File: config.mk
export PLATFORM = sky130hd
export DESIGN_NAME = cph_ctrl
export DESIGN_NICKNAME = d
export VERILOG_FILES = /design/src/design/cph_pkg.sv /design/src/design/cph_ctrl.sv
export SDC_FILE = /design/constraint.sdc
export NUM_CORES = 1
export LEC_CHECK = 0
export BUFFER_PORTS_ARGS = -buffer_cell sky130_fd_sc_hd__buf_4
export CAP_MARGIN = 10
export CORE_AREA = 3 3 40 42
export DETAILED_ROUTE_END_ITERATION = 6
export DIE_AREA = 0 0 43 45
export GPL_TIMING_DRIVEN = 1
export PLACE_DENSITY = 0.85
export RECOVER_POWER = 50
export SLEW_MARGIN = 20
export SYNTH_ARGS = -nofsm -noshare
export SYNTH_HDL_FRONTEND = slang
export SYNTH_SLANG_ARGS = --single-unit
File: constraint.sdc
create_clock -name i_clk -period 4.6 [get_ports i_clk]
set_input_delay 0.46 -clock i_clk [delete_from_list [all_inputs] [get_ports i_clk]]
set_output_delay 0.46 -clock i_clk [all_outputs]
set_load 0.02 [all_outputs]
File: src/design/cph_pkg.sv
// shared types, codes and constants for the color palette histogram
`default_nettype none
package cph_pkg;

    localparam int PALETTE_SIZE_DEF = 256;

    typedef enum logic [1:0] {
        REQ_PIXEL = 2'd0,
        REQ_READ  = 2'd1,
        REQ_CLEAR = 2'd2
    } t_req;

    typedef enum logic [2:0] {
        ST_MATCH       = 3'd0,
        ST_ADDED       = 3'd1,
        ST_DROPPED     = 3'd2,
        ST_READ_OK     = 3'd3,
        ST_READ_UNUSED = 3'd4,
        ST_CLEARED     = 3'd5
    } t_status;

    // which values go into the entry fields of the result
    typedef enum logic [2:0] {
        ENT_HIT    = 3'd0,
        ENT_APPEND = 3'd1,
        ENT_DROP   = 3'd2,
        ENT_READ   = 3'd3,
        ENT_UNUSED = 3'd4,
        ENT_ZERO   = 3'd5
    } t_ent_src;

    typedef struct packed {
        logic [1:0]  req_type;
        logic [31:0] pixel_color;
        logic [7:0]  read_index;
        logic        last_pixel;
    } t_cph_in;

    typedef struct packed {
        logic [2:0]  status;
        logic [7:0]  entry_index;
        logic [31:0] entry_color;
        logic [31:0] entry_count;
        logic [8:0]  colors_used;
        logic        image_done;
    } t_cph_out;

    typedef struct packed {
        logic     take;
        logic     scan_start;
        logic     scan_run;
        logic     hit_write;
        logic     append;
        logic     rd_issue;
        logic     clr;
        logic     ent_load;
        t_ent_src ent_src;
        t_status  status;
        logic     load_out;
    } t_cmd;

    typedef struct packed {
        t_req req;
        logic hit;
        logic scan_done;
        logic full;
        logic rd_ok;
        logic out_free;
    } t_stat;

endpackage
`default_nettype wire

File: src/design/cph_ctrl.sv
// controller state machine: sequences the scan, update, read and result handoff
`default_nettype none
module cph_ctrl
    import cph_pkg::*;
(
    input  wire   i_clk,
    input  wire   i_rst_n,
    input  wire   i_valid,
    output logic  o_ready,
    input  t_stat i_st,
    output t_cmd  o_cmd
);

    typedef enum logic [5:0] {
        S_IDLE    = 6'b000001,
        S_DECODE  = 6'b000010,
        S_SCAN    = 6'b000100,
        S_HIT     = 6'b001000,
        S_RD_DATA = 6'b010000,
        S_DONE    = 6'b100000
    } t_state;

    t_state r_state, n_state;

    always_ff @(posedge i_clk) begin
        if (!i_rst_n) begin
            r_state <= S_IDLE;
        end else begin
            r_state <= n_state;
        end
    end

    assign o_ready = (r_state == S_IDLE);

    always_comb begin
        n_state = r_state;
        o_cmd   = '0;
        case (r_state)
            S_IDLE: begin
                if (i_valid) begin
                    o_cmd.take = 1'b1;
                    n_state    = S_DECODE;
                end
            end
            S_DECODE: begin
                case (i_st.req)
                    REQ_PIXEL: begin
                        o_cmd.scan_start = 1'b1;
                        n_state          = S_SCAN;
                    end
                    REQ_READ: begin
                        if (i_st.rd_ok) begin
                            o_cmd.rd_issue = 1'b1;
                            n_state        = S_RD_DATA;
                        end else begin
                            o_cmd.ent_load = 1'b1;
                            o_cmd.ent_src  = ENT_UNUSED;
                            o_cmd.status   = ST_READ_UNUSED;
                            n_state        = S_DONE;
                        end
                    end
                    REQ_CLEAR: begin
                        o_cmd.clr      = 1'b1;
                        o_cmd.ent_load = 1'b1;
                        o_cmd.ent_src  = ENT_ZERO;
                        o_cmd.status   = ST_CLEARED;
                        n_state        = S_DONE;
                    end
                    // unused code: no result
                    default: n_state = S_IDLE;
                endcase
            end
            S_SCAN: begin
                o_cmd.scan_run = 1'b1;
                if (i_st.hit) begin
                    o_cmd.ent_load = 1'b1;
                    o_cmd.ent_src  = ENT_HIT;
                    o_cmd.status   = ST_MATCH;
                    n_state        = S_HIT;
                end else if (i_st.scan_done) begin
                    o_cmd.ent_load = 1'b1;
                    if (i_st.full) begin
                        o_cmd.ent_src = ENT_DROP;
                        o_cmd.status  = ST_DROPPED;
                    end else begin
                        o_cmd.append  = 1'b1;
                        o_cmd.ent_src = ENT_APPEND;
                        o_cmd.status  = ST_ADDED;
                    end
                    n_state = S_DONE;
                end
            end
            S_HIT: begin
                o_cmd.hit_write = 1'b1;
                n_state         = S_DONE;
            end
            S_RD_DATA: begin
                o_cmd.ent_load = 1'b1;
                o_cmd.ent_src  = ENT_READ;
                o_cmd.status   = ST_READ_OK;
                n_state        = S_DONE;
            end
            S_DONE: begin
                if (i_st.out_free) begin
                    o_cmd.load_out = 1'b1;
                    n_state        = S_IDLE;
                end
            end
            default: n_state = S_IDLE;
        endcase
    end

endmodule
`default_nettype wire

==> impl_results.md <==
* CTS tree: done
* Share of cells above drive strength 1 at 26.0%
* Post-route ant nets at 0
* Top flop regs: r_state x6
* Clock sinks at 6
* Initial antenna violation count at 0
* Post-synth cell types at 33
* CORE AREA at 1280 µm²
* Post-DP HPWL at 1190 µm
* Cells after Synth at 74
* Minimum clock period after layout at 2.71 ns
* Area of the die at 1940 µm²
* Ys flop type: dfxtp_1
* Starting density of the core at 45.1%
* Area fraction in compound gates after synthesis at 16.2%
* Pleak at 0.369 nW
* VDD IR-drop max at 0.127 mV
* Largest net degree at the start of global routing at 11
* Multi-input logic area at 372 µm²
* Post-CTS Setup Inserts at 0
* Remaining global-route overflow at 0
* Startpoint class of the critical path: flop
* Chip height at 45 µm
* Number of I/O pins at 26
* DP Area at 743 µm²
* GRT Overall Usage at 17.3%
* Endpoints failing hold at 0
* CP Data Arrival Time at 2.25 ns
* Total routed wirelength at 1480 µm
* Clock-pin slew on the worst setup and hold paths at 0.05 ns
* Clk root buf: clkbuf_4
* Final setup fails at 0
* Gpl congestion at 0.801
* Worst min-delay path class: in -> reg
* Simple-gate share of the synthesized area at 36.9%
* Final Cell Area at 736 µm²
* Row cnt at 13
* CTS Buffer Depth at 2
* Syn_area_per_cell at 7.83 µm²
* Post-synthesis mux area share at 1.94%
* Ys async rst share at 0%
* Ant. Diodes at 0
* Worst Max-Slew Pin Slew at 0.602 ns
* Pre-antenna DRT Iters at 5
* Via count at 604
* F_max at 369 MHz
* TNS Setup at 0 ns
* Drc violations at 0
* P&R area growth vs syn at 27.0%
* CTS Buf Count at 3
* EDFF count, synth at 0
* Die width at 43 µm
* Worst setup margin at 1.89 ns
* Clock latency on the worst-skew pair at 0.25 ns
* Clock Skews at 0.00312 ns
* Fin. max-slew vios at 0
* Most common cell in the synthesized netlist: inv_1
* Crit Path Class: reg -> out
* Maxcap violations at 0
* Warnings from Yosys at 0
* Post-Syn Area at 579 µm²
* Crit. End Element: primary output
* Worst r2r src: r_state[4]
* Crit path launch: r_state[4]
* First-pass GRT wire length at 2510 µm
* Flops & latches, synth at 6
* Worst-path fanout max at 10
* Worst slack, placed at 2.47 ns
* Filler cell count at 126
* Power Density at 196 nW/µm²
* Hold-fix buffers, CTS at 0
* XOR/XNOR share of the synthesized area at 3.02%
* Vias in the first global route at 574
* Largest cells by area after synthesis: dfxtp_1, ha_1, inv_1
* Adder and majority cell fraction of the synthesized area at 8.64%
* Largest family of logic cells by synthesized area: simple AND/OR/NAND/NOR gates
* Layout Nets at 112
* Final worst path period share at 58.9%
* Largest register FFs at 6
* Max-slew headroom at 59.8%
* CP Data Required Time at 4.14 ns
* Register area share after synthesis at 20.7%
* PortBufs at 25
* CTS H-Tree Depth at 1
* Area occupied by registers at 120 µm²
* Status: complete, no violations
* # resized after CTS at 0
* RSZ-0062 raised after global routing: no
* Initial DRC count at 20
* Syn Nets at 88
* Top cells by instance count after synthesis: inv_1, dfxtp_1, nor2_1, ha_1, nand3_1
* Min-delay src: i_rst_n
* Via-per-instance ratio at 5.44
* Biggest register: r_state
* Share of the synthesized area in the top cell type at 20.7%
* Area leader, netlist: dfxtp_1
* Routed len/inst at 13.3 µm
## metrics by stage
step	instances	power, mW	hold WS, ns	utilization [%]
after floorplan	74	0.0816	0.549	-
after global placement	108	0.0970	0.693	57.8
after detailed placement	108	0.0982	0.692	57.8
after CTS	111	0.148	0.439	59.6
after global routing	111	0.152	0.449	57.3
final	111	0.144	0.439	57.3
## layer usage
metal | track usage [%] | up-vias | share of wire (%) | wire length [µm]
li1 | - | 307 | - | -
met1 | 19.6 | 273 | 42 | 615
met2 | 30.8 | 18 | 49 | 718
met3 | 1.99 | 6 | 5.0 | 74
met4 | 11.4 | 0 | 4.5 | 66
met5 | 0 | - | 0 | 0
## worst paths after layout
check,end,slack (ns),depth (start not counted)
max reg2reg,r_state[4],2.63,4
min reg2reg,r_state[0],0.69,2
max,o_cmd[7],1.89,5
min,r_state[0],0.44,2
## worst max-delay path, cell delays in order (launching register included)
cell	delay (ns)
dfxtp_1	0.40
or4_1	0.55
nor3b_1	0.55
o211ai_1	0.22
nand3_1	0.13
buf_4	0.14
## logic make-up after synthesis
family	after synthesis
adder cells (fa/ha/maj)	4
XOR/XNOR	2
flip-flops	6
AO/OA/AOI/OAI	13
buffers and inverters	14
multiplexers	1
AND/OR/NAND/NOR	34
## power breakdown
part / internal, mW / switching (mW) / total [mW]
clock network: 0.0296 / 0.0202 / 0.0498
logic: 0.0170 / 0.0193 / 0.0363
registers: 0.0541 / 0.00385 / 0.0580
## layout make-up
class | count | share of cell area [%]
Sequential cell | 6 | 16.3
Inverter | 8 | 4.08
Clock buffer | 3 | 3.06
Tap cell | 15 | 2.55
Multi-Input combinational cell | 54 | 50.5
Timing Repair Buffer | 25 | 23.5
## layout by cell type (no fill, tap or decap), drive strengths merged, types with 2 or more instances in the layout
cell type  instances
nor4b              2
nand2b             3
nand3              4
a21boi             2
nor2               6
clkbuf             7
and3               3
inv                8
o211ai             3
ha                 4
nand2              3
and2               2
o21ai              4
buf               21
nor3               3
or3                2
dfxtp              6
No activity file was read; power rests on OpenSTA's default activity.
